==> config.mk <==
export PLATFORM = sky130hd
export DESIGN_NAME = led_pattern_sequencer
export DESIGN_NICKNAME = d
export VERILOG_FILES = /design/src/rtl/core/lps_pkg.sv /design/src/rtl/core/led_pattern_sequencer.sv /design/src/rtl/core/lps_apb_regs.sv /design/src/rtl/core/lps_input_stage.sv /design/src/rtl/core/lps_step_core.sv
export SDC_FILE = /design/constraint.sdc
export NUM_CORES = 1
export LEC_CHECK = 0
export BUFFER_PORTS_ARGS = -buffer_cell sky130_fd_sc_hd__buf_2
export CAP_MARGIN = 20
export CORE_AREA = 2 2 131 120
export DETAILED_ROUTE_END_ITERATION = 6
export DIE_AREA = 0 0 133 122
export GPL_TIMING_DRIVEN = 0
export PLACE_DENSITY = 0.9
export RECOVER_POWER = 25
export SLEW_MARGIN = 10
export SYNTH_ARGS = -nofsm -noshare
export SYNTH_HDL_FRONTEND = slang
export SYNTH_SLANG_ARGS = --single-unit
==> constraint.sdc <==
create_clock -name clk -period 6.6 [get_ports clk]
set_input_delay 0.99 -clock clk [delete_from_list [all_inputs] [get_ports clk]]
set_output_delay 0.99 -clock clk [all_outputs]
set_load 0.03 [all_outputs]
==> src/rtl/core/lps_pkg.sv <==
// ----------------------------------------------------------------------------
// lps_pkg
// Shared types and constants for the LED pattern sequencer.
// ----------------------------------------------------------------------------
package lps_pkg;

	localparam int LED_W    = 8;
	localparam int TICKS_W  = 24;
	localparam int COUNT_W  = 26;
	localparam int SW_W     = 4;
	localparam int PADDR_W  = 3;
	localparam int PDATA_W  = 32;

	// Register byte addresses
	localparam logic [PADDR_W-1:0] ADDR_TICKS      = 3'd0;
	localparam logic [PADDR_W-1:0] ADDR_COUNT_DOWN = 3'd4;

	localparam logic [TICKS_W-1:0] TICKS_RESET = 24'd12500000;

	// Pattern modes
	localparam logic [1:0] MODE_BOUNCE  = 2'd0;
	localparam logic [1:0] MODE_COUNT   = 2'd1;
	localparam logic [1:0] MODE_DOUBLE  = 2'd2;
	localparam logic [1:0] MODE_FILL    = 2'd3;

	// Pattern constants
	localparam logic [LED_W-1:0] LED_LEFT  = 8'h80;
	localparam logic [LED_W-1:0] LED_RIGHT = 8'h01;
	localparam logic [LED_W-1:0] LED_FULL  = 8'hff;
	localparam logic [LED_W-1:0] LED_EMPTY = 8'h00;

	typedef struct packed {
		logic [TICKS_W-1:0] ticks_per_half_second;
		logic               count_down;
	} cfg_t;

	// Decoded tick held in the input register
	typedef struct packed {
		logic               idle;
		logic [1:0]         mode;
		logic [COUNT_W-1:0] period;
	} item_t;

	typedef struct packed {
		logic [LED_W-1:0] led_pattern;
		logic             stepped;
	} result_t;

endpackage

==> src/rtl/core/led_pattern_sequencer.sv <==
// ----------------------------------------------------------------------------
// led_pattern_sequencer
// LED chaser driven by timebase ticks, with APB configuration.
// ----------------------------------------------------------------------------
// Each input transaction is one timebase tick carrying the pattern and speed
// switches; each produces exactly one output transaction with the LED byte and
// a flag that is set when that tick advanced the pattern. A tick passes through
// an input register, where its mode and step period are decoded, and then the
// pattern update into the output register. One tick is taken every clock unless
// m_tready holds the output register full; the sequencer state updates once per
// tick. Configuration is to be written over APB only while no transaction is in
// flight; the user is bound by this, and the block itself does not enforce it.
module led_pattern_sequencer (
	input  logic                         clk,
	input  logic                         arst_n,
	// APB configuration
	input  logic                         psel,
	input  logic                         penable,
	input  logic                         pwrite,
	input  logic [lps_pkg::PADDR_W-1:0]  paddr,
	input  logic [lps_pkg::PDATA_W-1:0]  pwdata,
	output logic [lps_pkg::PDATA_W-1:0]  prdata,
	output logic                         pready,
	// Tick input
	input  logic                         s_tvalid,
	output logic                         s_tready,
	input  logic [7:0]                   s_tdata,  // [3:0] pattern_switches, [7:4] speed_switches
	// Result output
	output logic                         m_tvalid,
	input  logic                         m_tready,
	output logic [15:0]                  m_tdata   // [7:0] led_pattern, [8] stepped, rest zero
);

	lps_pkg::cfg_t    cfg;
	lps_pkg::item_t   item_s1;
	lps_pkg::result_t result;
	logic             valid_s1;
	logic             advance;
	logic             m_tvalid_q;
	lps_pkg::result_t result_q;

	assign advance  = valid_s1 && (!m_tvalid_q || m_tready);
	assign m_tvalid = m_tvalid_q;
	assign m_tdata  = {7'd0, result_q.stepped, result_q.led_pattern};

	lps_apb_regs u_regs (
		.clk     (clk),
		.arst_n  (arst_n),
		.psel    (psel),
		.penable (penable),
		.pwrite  (pwrite),
		.paddr   (paddr),
		.pwdata  (pwdata),
		.prdata  (prdata),
		.pready  (pready),
		.cfg     (cfg)
	);

	lps_input_stage u_in (
		.clk      (clk),
		.arst_n   (arst_n),
		.s_tvalid (s_tvalid),
		.s_tready (s_tready),
		.s_tdata  (s_tdata),
		.cfg      (cfg),
		.advance  (advance),
		.valid_s1 (valid_s1),
		.item_s1  (item_s1)
	);

	lps_step_core u_core (
		.clk        (clk),
		.arst_n     (arst_n),
		.en         (advance),
		.item       (item_s1),
		.count_down (cfg.count_down),
		.result     (result)
	);

	// Output register: load on advance, drop once taken
	always_ff @(posedge clk or negedge arst_n) begin
		if (!arst_n) begin
			m_tvalid_q <= 1'b0;
		end else if (advance) begin
			m_tvalid_q <= 1'b1;
		end else if (m_tready) begin
			m_tvalid_q <= 1'b0;
		end
	end

	always_ff @(posedge clk) begin
		if (advance) begin
			result_q <= result;
		end
	end

endmodule

==> src/rtl/core/lps_apb_regs.sv <==
// ----------------------------------------------------------------------------
// lps_apb_regs
// APB register file: tick count per half-second and count direction.
// ----------------------------------------------------------------------------
module lps_apb_regs (
	input  logic                         clk,
	input  logic                         arst_n,
	input  logic                         psel,
	input  logic                         penable,
	input  logic                         pwrite,
	input  logic [lps_pkg::PADDR_W-1:0]  paddr,
	input  logic [lps_pkg::PDATA_W-1:0]  pwdata,
	output logic [lps_pkg::PDATA_W-1:0]  prdata,
	output logic                         pready,
	output lps_pkg::cfg_t                cfg
);

	lps_pkg::cfg_t cfg_q;
	logic          wr_en;

	assign pready = 1'b1;
	assign wr_en  = psel & penable & pwrite;
	assign cfg    = cfg_q;

	// Write registers on the access phase
	always_ff @(posedge clk or negedge arst_n) begin
		if (!arst_n) begin
			cfg_q.ticks_per_half_second <= lps_pkg::TICKS_RESET;
			cfg_q.count_down            <= 1'b0;
		end else if (wr_en) begin
			case (paddr)
				lps_pkg::ADDR_TICKS: begin
					cfg_q.ticks_per_half_second <= pwdata[lps_pkg::TICKS_W-1:0];
				end
				lps_pkg::ADDR_COUNT_DOWN: begin
					cfg_q.count_down <= pwdata[0];
				end
				default: begin
				end
			endcase
		end
	end

	// Read back
	always_comb begin
		case (paddr)
			lps_pkg::ADDR_TICKS: begin
				prdata = {{(lps_pkg::PDATA_W-lps_pkg::TICKS_W){1'b0}},
					cfg_q.ticks_per_half_second};
			end
			lps_pkg::ADDR_COUNT_DOWN: begin
				prdata = {{(lps_pkg::PDATA_W-1){1'b0}}, cfg_q.count_down};
			end
			default: begin
				prdata = '0;
			end
		endcase
	end

endmodule

==> src/rtl/core/lps_input_stage.sv <==
// ----------------------------------------------------------------------------
// lps_input_stage
// Input register: decodes mode and step period of each accepted tick.
// ----------------------------------------------------------------------------
module lps_input_stage (
	input  logic                         clk,
	input  logic                         arst_n,
	input  logic                         s_tvalid,
	output logic                         s_tready,
	input  logic [7:0]                   s_tdata,
	input  lps_pkg::cfg_t                cfg,
	input  logic                         advance,
	output logic                         valid_s1,
	output lps_pkg::item_t               item_s1
);

	logic                         valid_q;
	lps_pkg::item_t               item_q;
	lps_pkg::item_t               item_d;
	logic [lps_pkg::SW_W-1:0]     pat;
	logic [lps_pkg::SW_W-1:0]     spd;
	logic [lps_pkg::COUNT_W-1:0]  t1;
	logic [lps_pkg::COUNT_W-1:0]  t2;

	assign pat = s_tdata[3:0];
	assign spd = s_tdata[7:4];
	assign t1  = {2'b00, cfg.ticks_per_half_second};
	assign t2  = {1'b0, cfg.ticks_per_half_second, 1'b0};

	assign s_tready = !valid_q || advance;
	assign valid_s1 = valid_q;
	assign item_s1  = item_q;

	// Decode mode (lowest switch wins) and period (lowest speed switch wins)
	always_comb begin
		item_d.idle = (pat == '0);
		if (pat[0]) begin
			item_d.mode = lps_pkg::MODE_BOUNCE;
		end else if (pat[1]) begin
			item_d.mode = lps_pkg::MODE_COUNT;
		end else if (pat[2]) begin
			item_d.mode = lps_pkg::MODE_DOUBLE;
		end else begin
			item_d.mode = lps_pkg::MODE_FILL;
		end
		if (spd[0] || spd == '0) begin
			item_d.period = t1;
		end else if (spd[1]) begin
			item_d.period = t2;
		end else if (spd[2]) begin
			item_d.period = t2 + t1;
		end else begin
			item_d.period = {cfg.ticks_per_half_second, 2'b00};
		end
	end

	// Hold the decoded tick until the core takes it
	always_ff @(posedge clk or negedge arst_n) begin
		if (!arst_n) begin
			valid_q <= 1'b0;
		end else if (s_tvalid && s_tready) begin
			valid_q <= 1'b1;
		end else if (advance) begin
			valid_q <= 1'b0;
		end
	end

	always_ff @(posedge clk) begin
		if (s_tvalid && s_tready) begin
			item_q <= item_d;
		end
	end

endmodule

==> src/rtl/core/lps_step_core.sv <==
// ----------------------------------------------------------------------------
// lps_step_core
// Sequencer state and the single-tick update of the LED pattern.
// ----------------------------------------------------------------------------
module lps_step_core (
	input  logic                  clk,
	input  logic                  arst_n,
	input  logic                  en,
	input  lps_pkg::item_t        item,
	input  logic                  count_down,
	output lps_pkg::result_t      result
);

	logic [lps_pkg::LED_W-1:0]    led_q;
	logic                         moving_left_q;
	logic                         entering_q;
	logic [lps_pkg::LED_W-1:0]    left_q;
	logic [lps_pkg::LED_W-1:0]    right_q;
	logic [lps_pkg::COUNT_W-1:0]  tick_q;

	logic [lps_pkg::LED_W-1:0]    led_e, led_d;
	logic [lps_pkg::LED_W-1:0]    left_e, left_d;
	logic [lps_pkg::LED_W-1:0]    right_e, right_d;
	logic                         dir_d;
	logic                         entering_d;
	logic [lps_pkg::COUNT_W-1:0]  tick_inc, tick_d;
	logic                         step;

	always_comb begin
		// Entry load
		led_e   = led_q;
		left_e  = left_q;
		right_e = right_q;
		if (entering_q) begin
			case (item.mode)
				lps_pkg::MODE_BOUNCE: led_e = lps_pkg::LED_LEFT;
				lps_pkg::MODE_COUNT:  led_e = count_down ? lps_pkg::LED_FULL
					: lps_pkg::LED_EMPTY;
				lps_pkg::MODE_DOUBLE: begin
					left_e  = lps_pkg::LED_RIGHT;
					right_e = lps_pkg::LED_LEFT;
				end
				default: led_e = lps_pkg::LED_EMPTY;
			endcase
		end
		tick_inc = (entering_q ? '0 : tick_q) + 26'd1;
		step     = !item.idle && (tick_inc >= item.period);

		// Pattern advance
		led_d   = led_e;
		left_d  = left_e;
		right_d = right_e;
		dir_d   = moving_left_q;
		if (step) begin
			case (item.mode)
				lps_pkg::MODE_BOUNCE: begin
					if (led_e == lps_pkg::LED_RIGHT) begin
						dir_d = 1'b1;
					end else if (led_e == lps_pkg::LED_LEFT) begin
						dir_d = 1'b0;
					end
					led_d = dir_d ? {led_e[6:0], 1'b0} : {1'b0, led_e[7:1]};
				end
				lps_pkg::MODE_COUNT: begin
					led_d = count_down ? led_e - 8'd1 : led_e + 8'd1;
				end
				lps_pkg::MODE_DOUBLE: begin
					led_d   = left_e | right_e;
					left_d  = {left_e[6:0], 1'b0};
					right_d = {1'b0, right_e[7:1]};
					if (left_d == '0 && right_d == '0) begin
						left_d  = lps_pkg::LED_RIGHT;
						right_d = lps_pkg::LED_LEFT;
					end
				end
				default: begin
					if (led_e == lps_pkg::LED_EMPTY) begin
						dir_d = 1'b0;
					end else if (led_e == lps_pkg::LED_FULL) begin
						dir_d = 1'b1;
					end
					led_d = dir_d ? {led_e[6:0], 1'b0} : {1'b1, led_e[7:1]};
				end
			endcase
		end

		// Idle clears the LEDs and re-arms entry
		entering_d = 1'b0;
		tick_d     = step ? '0 : tick_inc;
		if (item.idle) begin
			led_d      = lps_pkg::LED_EMPTY;
			left_d     = left_q;
			right_d    = right_q;
			dir_d      = moving_left_q;
			entering_d = 1'b1;
			tick_d     = '0;
		end

		result.led_pattern = led_d;
		result.stepped     = step;
	end

	// Commit the state for each processed tick
	always_ff @(posedge clk or negedge arst_n) begin
		if (!arst_n) begin
			led_q         <= '0;
			moving_left_q <= 1'b0;
			entering_q    <= 1'b1;
			left_q        <= '0;
			right_q       <= '0;
			tick_q        <= '0;
		end else if (en) begin
			led_q         <= led_d;
			moving_left_q <= dir_d;
			entering_q    <= entering_d;
			left_q        <= left_d;
			right_q       <= right_d;
			tick_q        <= tick_d;
		end
	end

	a_idle_clears: assert property (@(posedge clk) disable iff (!arst_n)
		en && item.idle |=> led_q == '0 && entering_q && tick_q == '0)
		else $error("idle tick did not clear the sequencer");

	a_step_restarts: assert property (@(posedge clk) disable iff (!arst_n)
		en && result.stepped |=> tick_q == '0)
		else $error("tick counter not restarted after a step");

	a_entry_once: assert property (@(posedge clk) disable iff (!arst_n)
		en && !item.idle |=> !entering_q)
		else $error("entry load not consumed by an active tick");

	a_hold: assert property (@(posedge clk) disable iff (!arst_n)
		!en |=> $stable(led_q) && $stable(tick_q) && $stable(entering_q))
		else $error("sequencer state changed without a tick");

endmodule
# --- Word-level counts from Yosys, hierarchy flattened ---
# Cells that the tools add are included.
totals:
  regBits: 117
  output_inout_bits: 51
  word_cells: 103
classes:
  add_sub_neg: 4
  magnitude_cmp: 1
  eq_ne: 6
  n_mux: 42
  n_bitwise: 5
  n_reduce_logical: 27
ops:
  columns: ["cell", "n"]
  rows:
  - ["8-bit two-way mux", 17]
  - ["26-bit two-way mux", 4]
  - ["24-bit case mux with 2 select lines", 1]
  - ["8-bit case mux with 3 select lines", 2]
  - ["25-bit by 24-bit adder with 26-bit output", 1]
  - ["26-bit by 1-bit adder with 26-bit output (second input constant)", 1]
  - ["26-bit >= comparator", 1]
  - ["25-bit two-way mux", 1]
  - ["24-bit two-way mux", 1]
  - ["8-bit equality test (second input constant)", 2]
  - ["1-bit two-way mux", 15]
  - ["7-bit zero test", 2]
  - ["8-bit by 1-bit adder with 8-bit output (second input constant)", 1]
  - ["8-bit by 1-bit equality test with 1-bit output (second input constant)", 1]
  - ["4-bit zero test", 2]
  - ["8-bit zero test", 1]
  - ["8-bit OR", 1]
  - ["8-bit by 1-bit subtractor with 8-bit output (second input constant)", 1]
  - ["2-bit AND reduction", 3]
  - ["2-bit OR reduction", 3]
  - ["1-bit logical AND", 4]
  - ["4-bit AND reduction", 1]
  - ["2-bit nonzero test", 2]
  - ["3-bit equality test (second input constant)", 1]
  - ["other kinds (10)", 16]

# --- Depth between registers and ports, before layout ---
# Gate-level depths: netlist of run 1.
logic_depth:
  word_depth: 12
  ltp_mapped: 24

# --- Modules after synthesis ---
# From an unflattened synthesis of run 1, not the netlist that was laid out.
unflattened:
  cells_unflattened: 1057
  hier_area_um2: 9365.2
by_module_without_submodules:
  columns: ["mod", "instances", "cells_each", "area_per_inst_um2", "seq_area_each_um2"]
  rows:
  - ["lps_step_core", 1, 607, 4774.6, 1302.5]
  - ["lps_input_stage", 1, 333, 2899.0, 895.9]
  - ["lps_apb_regs", 1, 96, 1321.3, 640.6]
  - ["led_pattern_sequencer", 1, 21, 370.4, 295.3]

# --- Worst setup path after synthesis of run 1 ---
# OpenSTA, ideal clock, no wires.
synth_path:
  kind: "reg-to-reg"
  from: "register u_core.entering_q"
  to: "register result_q, in the netlist m_tdata[3] (data pin)"
  setup_ps: 256
  t_arrival_ps: 4443
  required_time_ps: 6344
  slack_ps: 1901
  path_stages_with_launch: 24
  path_buffers: 6
  synth_period_minus_slack_ps: 4699
  cell_sequence: "dfstp_2 -> buf_6 -> clkbuf_1 -> clkbuf_1 -> buf_1 -> nor2b_1 -> ha_1 -> nand3_1 -> nor4_1 -> and3_1 -> nand2_1 -> nor2_1 -> xnor2_1 -> nor2_1 -> ha_1 -> a21o_1 -> a21o_1 -> a21oi_1 -> o21a_1 -> o31a_1 -> clkbuf_1 -> clkbuf_1 -> nand2_1 -> o211a_1"
synth_lines:
  columns: ["item", "line", "text"]
  rows:
  - ["start, declared", "lps_step_core.sv:16", "logic entering_q;"]
  - ["start signal, assigned", "lps_step_core.sv:115", "entering_q <= entering_d;"]
  - ["end signal, assigned", "led_pattern_sequencer.sv:93", "result_q <= result;"]
  - ["end, declared", "led_pattern_sequencer.sv:40", "lps_pkg::result_t result_q;"]

==> results of run 1 <==
-- per-stage QoR --
step	instances	utilization, %	hold slack (ns)	setup slack [ns]
2_1_floorplan	985	-	0.4545	1.901
3_3_place_gp	1262	62.66	0.4670	0.6439
3_5_place_dp	1265	63.05	0.4856	0.5535
4_1_cts	1297	67.25	0.4915	0.4694
5_1_grt	1297	67.10	0.5349	0.09094
6_report	1297	67.10	0.4915	0.4641
-- worst min-delay path by stage --
stage,start,end,slack [ns],depth (start not counted)
4_1_cts,u_in.valid_s1$_DFFE_PN0P_,m_tvalid$_DFFE_PN0P_,0.49,1
3_5_place_dp,u_in.valid_s1$_DFFE_PN0P_,m_tvalid$_DFFE_PN0P_,0.49,1
3_3_place_gp,u_in.valid_s1$_DFFE_PN0P_,m_tvalid$_DFFE_PN0P_,0.47,1
2_1_floorplan,u_core.led_q[6]$_DFFE_PN0P_,u_core.led_q[6]$_DFFE_PN0P_,0.45,2
6_report,u_in.valid_s1$_DFFE_PN0P_,m_tvalid$_DFFE_PN0P_,0.49,1
5_1_grt,u_core.tick_q[25]$_DFFE_PN0P_,u_core.tick_q[25]$_DFFE_PN0P_,0.53,2
-- metal layers --
layer / part of all wire (%) / routed length [um]
met5: 0 / 0
met4: 3.5 / 812
met3: 8.5 / 1972
met2: 47 / 10900
met1: 41 / 9644
-- logic make-up (layout without fill, tap and decap cells) --
family	count (synthesis)	in the layout	synth area share, %
flops	117	117	35.92
fa+ha+maj	60	60	8.691
xor+xnor	46	46	4.618
simple gates	315	315	17.78
compound gates	279	279	22.19
mux	42	42	5.177
buf+inv	110	220	5.536
other cells	2	16	0.08608
-- synthesized netlist by cell type, types with 15 or more instances --
master    instances
a211oi_1         17
a21oi_1          55
a22o_1           29
and2_1           29
buf_4            16
clkbuf_1         35
dfrtp_1          66
edfxtp_1         38
ha_1             59
inv_1            50
mux2_2           25
mux2i_1          17
nand2_1          91
nand3_1          21
nor2_1           82
nor3_1           15
o21ai_0          62
xnor2_1          26
xor2_1           20
-- flip-flops by register name, summed over array words and instances (netlist names) --
register	count
m_tdata	9
m_tvalid	1
u_core.entering_q	1
u_core.led_q	8
u_core.left_q	8
u_core.moving_left_q	1
u_core.right_q	8
u_core.tick_q	26
u_in.item_s1	29
u_in.valid_s1	1
u_regs.cfg	25
-- repair_timing --
action                     CTS  global route
hold buffers                 0             0
setup endpoints to repair    0             1
gates resized for setup      0             1
-- power by group --
group          internal, uW  total [uW]  switching, uW
Clock                   636        1010            370
Sequential              841         925           84.1
Combinational           311         787            476
Total                  1790        2720            929
-- cell type report --
class	instances	area, sq um
multi-input cells	758	5172
fillers	1119	4938
flip-flops and latches	117	3134
clock buffers	18	429.2
repair buffers	78	399.1
plain buffers	58	287.8
well taps	202	252.7
clock inverters	14	201.4
inverters	52	195.2
==> run summary, run 1 <==
Gr busiest metal: met2
Initial core utilization: 58.12%
R2r setup slk: 0.46 ns
GRT Residual Overflow: 0
Core area: 15,010 sq um
CP Class: reg -> reg
Final hold violations: 0
DP HPWL: 16,900 um
Critical Path RT: 6.80 ns
Fin nets: 1,192
Final setup fails: 0
Initial antenna violation count: 0
R2r worst-path depth: 23
Tmin final: 6.136 ns
Initial detailed-routing violation count: 853
Startpoint Class: register
Row cnt: 43
Status: complete, but fails checks
Worst-skew pair later-pin latency: 0.42 ns
Critical R2R Capture: m_tdata[0]$_DFFE_PP_
Num CTS Buffers: 17
Launch point of the worst reg-to-reg path: u_core.entering_q$_DFFE_PN1P_
Drt first pass iters: 6
Setup crit end kind: register
Syn avg cell area: 8.985 sq um
Crit path max fanout: 10
Worst Tran Pin Value: 2.435 ns
Vias per cell: 6.250
Routed Antenna Nets: 0
Syn-to-layout area delta: 15.45%
CP max stage delay: 0.51 ns
Crit path capture: m_tdata[0]$_DFFE_PP_
Leakage: 0.004528 uW
EDFF count, synth: 38
Final slew viol count: 82
Via count: 8,106
Cell count after synthesis: 971
Commonest non-fill, non-tap cell in the layout: nand2_1
CP Buf/Inv Count: 6
Post-route DRC violation count: 0
Die height: 122 um
Met3 usage: 6.450%
Async S/R FF share, synth: 67.52%
Die ar.: 16,230 sq um
Routability Congestion: 0.9456
Htree depth: 4
IO Pins: 101
Synth area leader: dfrtp_1
Sequence of cells on the critical path: buf_6 > clkbuf_1 > clkbuf_1 > buf_1 > nor2b_1 > ha_1 > nand3_1 > nor4_2 > and3_1 > nand2_1 > nor2_1 > xnor2_1 > nor2_1 > ha_1 > a21o_1 > a21o_1 > a21oi_1 > o21a_1 > o31a_1 > clkbuf_1 > clkbuf_1 > nor2_1 > a211oi_1
Failing checks: capacitance limit, slew limit
Synth unique cells: 78
Port bufs: 75
Fin crit share: 92.97%
Number of cells on the critical path: 23
RSZ-0062 raised after global routing: false
CP delay by family, top: simple AND/OR/NAND/NOR gates
Post-CTS setup buffer count: 0
Sequential fraction of the synthesis area: 35.92%
GR Util met2: 47.54%
Critical path arrival: 6.34 ns
Final instance area: 10,070 sq um
Antenna diode count: 0
CTS root buffer: clkbuf_16
CTS tree: done
Max Root-Sink Buffers: 2
Pin count of the biggest net entering global routing: 47
Most used cell, CP: clkbuf_1
Yosys reg bits: 117
First-pass GRT wire length: 37,630 um
Area after DPL: 9464 sq um
Setup TNS Final: 0 ns
Synth warn: 0
TritonCTS Sinks: 117
Post-layout power: 2717 uW
Met1 Use GR: 37.72%
Worst rel slew slack: -62.33%
Vias in the first global route: 7,613
Top FF cell, synth: dfrtp_1
Mapped cell area: 8725 sq um
Drt wl/cell: 17.98 um
Top cells by area, synth: dfrtp_1, edfxtp_1, ha_1
VDD IR max: 346.6 uV
Total track usage: 29.17%
Commonest cells after routing, fill and taps aside: nand2_1, nor2_1, buf_2, dfrtp_1, o21ai_0
Pwr dens: 269.8 nW/um^2
CTS clk-pin slew, worst paths: 0.06 ns
Post-Route WL: 23,330 um
Share of layout cells above drive strength 1: 16.71%
Slowest stage cell, crit path: nor4_2
Max cap viols: 2
Max frequency: 0.1630 GHz
Worst Skew: 0.007824 ns
Yosys top cell area share: 18.93%
Worst hold-check path type: reg -> reg
Die W: 133 um
CP Launch Point: u_core.entering_q$_DFFE_PN1P_
No activity file was read; power rests on OpenSTA's default activity.
==> run 2: changes to the inputs <==
Settings changed: RECOVER_POWER 25 to 100.
==> run 2 against run 1 <==
Effect of this change:
- the run ends with DRC, capacitance limit, slew limit left
- non-clock buffer count unchanged
- core utilization down 0.52 points
- flip-flop and latch count stayed put
- die area stayed put
- worst setup slack better by 0.020 ns
- global-route usage unchanged
- critical path depth stayed put
- first-iteration DRC count increased by 1.3%
- final area down 0.77%
==> run summary, run 2 (synthesis gave the netlist of run 1 again) <==
Most used cell, CP: clkbuf_1
Post-cts sizing count: 0 (unchanged)
Commonest cells after routing, fill and taps aside: nand2_1, nor2_1, clkbuf_1, dfrtp_1, o21ai_0
Cts hold-fix bufs: 0 (unchanged)
Filler cells: 1,153 (+3.0%)
Row cnt: 43 (unchanged)
Pwr dens: 271.4 nW/um^2 (+0.58%)
CP Buf/Inv Count: 6 (unchanged)
Final hold violations: 0 (unchanged)
Antenna diode count: 0 (unchanged)
CTS root buffer: clkbuf_16
Placed Cells: 1,265 (unchanged)
Worst rel slew slack: -63.19% (-0.85 points)
Share of layout cells above drive strength 1: 12.88% (-3.8 points)
Final Util: 66.58% (-0.52 points)
CP Class: reg -> reg
Commonest non-fill, non-tap cell in the layout: nand2_1
Area after DPL: 9464 sq um (unchanged)
Met2 wire len: 10,860 um (-0.35%)
Pin count of the biggest net entering global routing: 47 (unchanged)
Initial detailed-routing violation count: 864 (+1.3%)
Failing checks: DRC, capacitance limit, slew limit
Fin nets: 1,192 (unchanged)
Worst-skew pair later-pin latency: 0.43 ns (about the same)
Critical Path RT: 6.80 ns (about the same)
Top Metal Used: met4
Initial core utilization: 58.12% (unchanged)
Die ar.: 16,230 sq um (unchanged)
Tmin final: 6.116 ns (-0.02006 ns)
Max Root-Sink Buffers: 2 (unchanged)
Worst Tran Pin Value: 2.448 ns (+0.01281 ns)
TritonCTS Sinks: 117 (unchanged)
CP max stage delay: 0.52 ns (about the same)
IO Pins: 101 (unchanged)
Post-layout power: 2712 uW (-0.19%)
Final instance area: 9995 sq um (-0.77%)
Final setup fails: 0 (unchanged)
Final slew viol count: 82 (unchanged)
Num CTS Buffers: 17 (unchanged)
Max reg flops: 29 (unchanged)
Clock power share: 37.1% (about the same)
Crit path max fanout: 10 (unchanged)
CTS tree: done
Metal3 WL: 2067 um (+4.8%)
Setup TNS Final: 0 ns (unchanged)
Final std cells w/o fill: 1,297 (unchanged)
Port bufs: 75 (unchanged)
Via count: 8,080 (-0.32%)
VDD IR max: 347.4 uV (+0.23%)
Status: complete, but fails checks
Logic gate share of total power: 28.8% (-0.2 points)
Die W: 133 um (unchanged)
Total track usage: 29.17% (unchanged)
CP delay by family, top: simple AND/OR/NAND/NOR gates
Routed Antenna Nets: 0 (unchanged)
Sw frac: 34.26% (+0.059 points)
Sequence of cells on the critical path: buf_6 > clkbuf_1 > clkbuf_1 > clkbuf_1 > nor2b_1 > ha_1 > nand3_1 > nor4_2 > and3_1 > nand2_1 > nor2_1 > xnor2_1 > nor2_1 > ha_1 > a21o_1 > a21o_1 > a21oi_1 > o21a_1 > o31a_1 > clkbuf_1 > clkbuf_1 > nor2_1 > a211oi_1
Post-CTS setup buffer count: 0 (unchanged)
Post-route DRC violation count: 1 (+1)
Fin crit share: 92.66% (-0.30 points)
Initial antenna violation count: 0 (unchanged)
Vias per cell: 6.230 (-0.32%)
RSZ-0062 raised after global routing: false
WL met1: 9532 um (-1.2%)
Vias in the first global route: 7,613 (unchanged)
Setup crit end kind: register
Startpoint Class: register
Drt first pass iters: 7 (+1)
Worst Skew: 0.009444 ns (+0.001619 ns)
Max cap viols: 2 (unchanged)
Sequential power share: 34.1% (about the same)
Die height: 122 um (unchanged)
Critical path arrival: 6.32 ns (-0.02 ns)
CTS clk-pin slew, worst paths: 0.06 ns (about the same)
First-pass GRT wire length: 37,630 um (unchanged)
Post-Route WL: 23,350 um (about the same)
P_sw: 929.3 uW (about the same)
Syn-to-layout area delta: 14.56%
Routability Congestion: 0.9456 (unchanged)
Worst hold-check path type: reg -> reg
Drt wl/cell: 18.00 um (about the same)
Htree depth: 4 (unchanged)
DP HPWL: 16,900 um (unchanged)
Slowest stage cell, crit path: nor4_2
Max frequency: 0.1635 GHz (+0.33%)
GRT Residual Overflow: 0 (unchanged)
Leakage: 0.004378 uW (-3.3%)
Internal power: 1783 uW (-0.28%)
Core area: 15,010 sq um (unchanged)
## run 2: power by group through the flow
| stage | logic, uW | clock network, uW | registers, uW |
|---|---|---|---|
| 6_report | 781 | 1010 | 926 |
| 5_1_grt | 860 | 1040 | 935 |
| 4_1_cts | 772 | 1000 | 921 |
| 3_5_place_dp | 757 | 0 | 933 |
| 2_1_floorplan | 576 | 0 | 913 |
| 3_3_place_gp | 729 | 0 | 930 |
## run 2: worst paths after layout
path	startpoint	endpoint	slack [ns]	cells after the start
worst max-delay path	u_core.entering_q$_DFFE_PN1P_	m_tdata[0]$_DFFE_PP_	0.48	23
worst min-delay path	u_in.valid_s1$_DFFE_PN0P_	m_tvalid$_DFFE_PN0P_	0.49	1
worst max register to register	u_core.entering_q$_DFFE_PN1P_	m_tdata[0]$_DFFE_PP_	0.48	23
worst min register to register	u_in.valid_s1$_DFFE_PN0P_	m_tvalid$_DFFE_PN0P_	0.49	1
max in group asynchronous	arst_n	u_regs.cfg[17]$_DFFE_PN0P_	2.36	2
min in group asynchronous	arst_n	u_core.moving_left_q$_DFFE_PN0P_	1.13	1
## run 2: per-layer routing
layer / track usage [%] / vias to the layer above
li1: - / 3756
met1: 37.72 / 3773
met2: 47.54 / 475
met3: 6.450 / 76
met4: 12.63 / 0
met5: 0 / -
## run 2: area by class of cell
cell class	instances	area (sq um)	share of cell area (%)
sequential	117	3134	31.36
inverter	52	195.2	1.953
timing repair buffer	78	340.3	3.405
clock buffer	18	429.2	4.294
buffer	58	287.8	2.879
tap	202	252.7	2.529
multi-input combinational	758	5154	51.56
clock inverter	14	201.4	2.016
## run 2: metrics by stage
step	hold slack (ns)	setup slack [ns]
after global routing	0.5349	0.1153
final	0.4891	0.4842
after floorplan	0.4545	1.901
after global placement	0.4670	0.6439
after CTS	0.4915	0.4694
after detailed placement	0.4856	0.5535
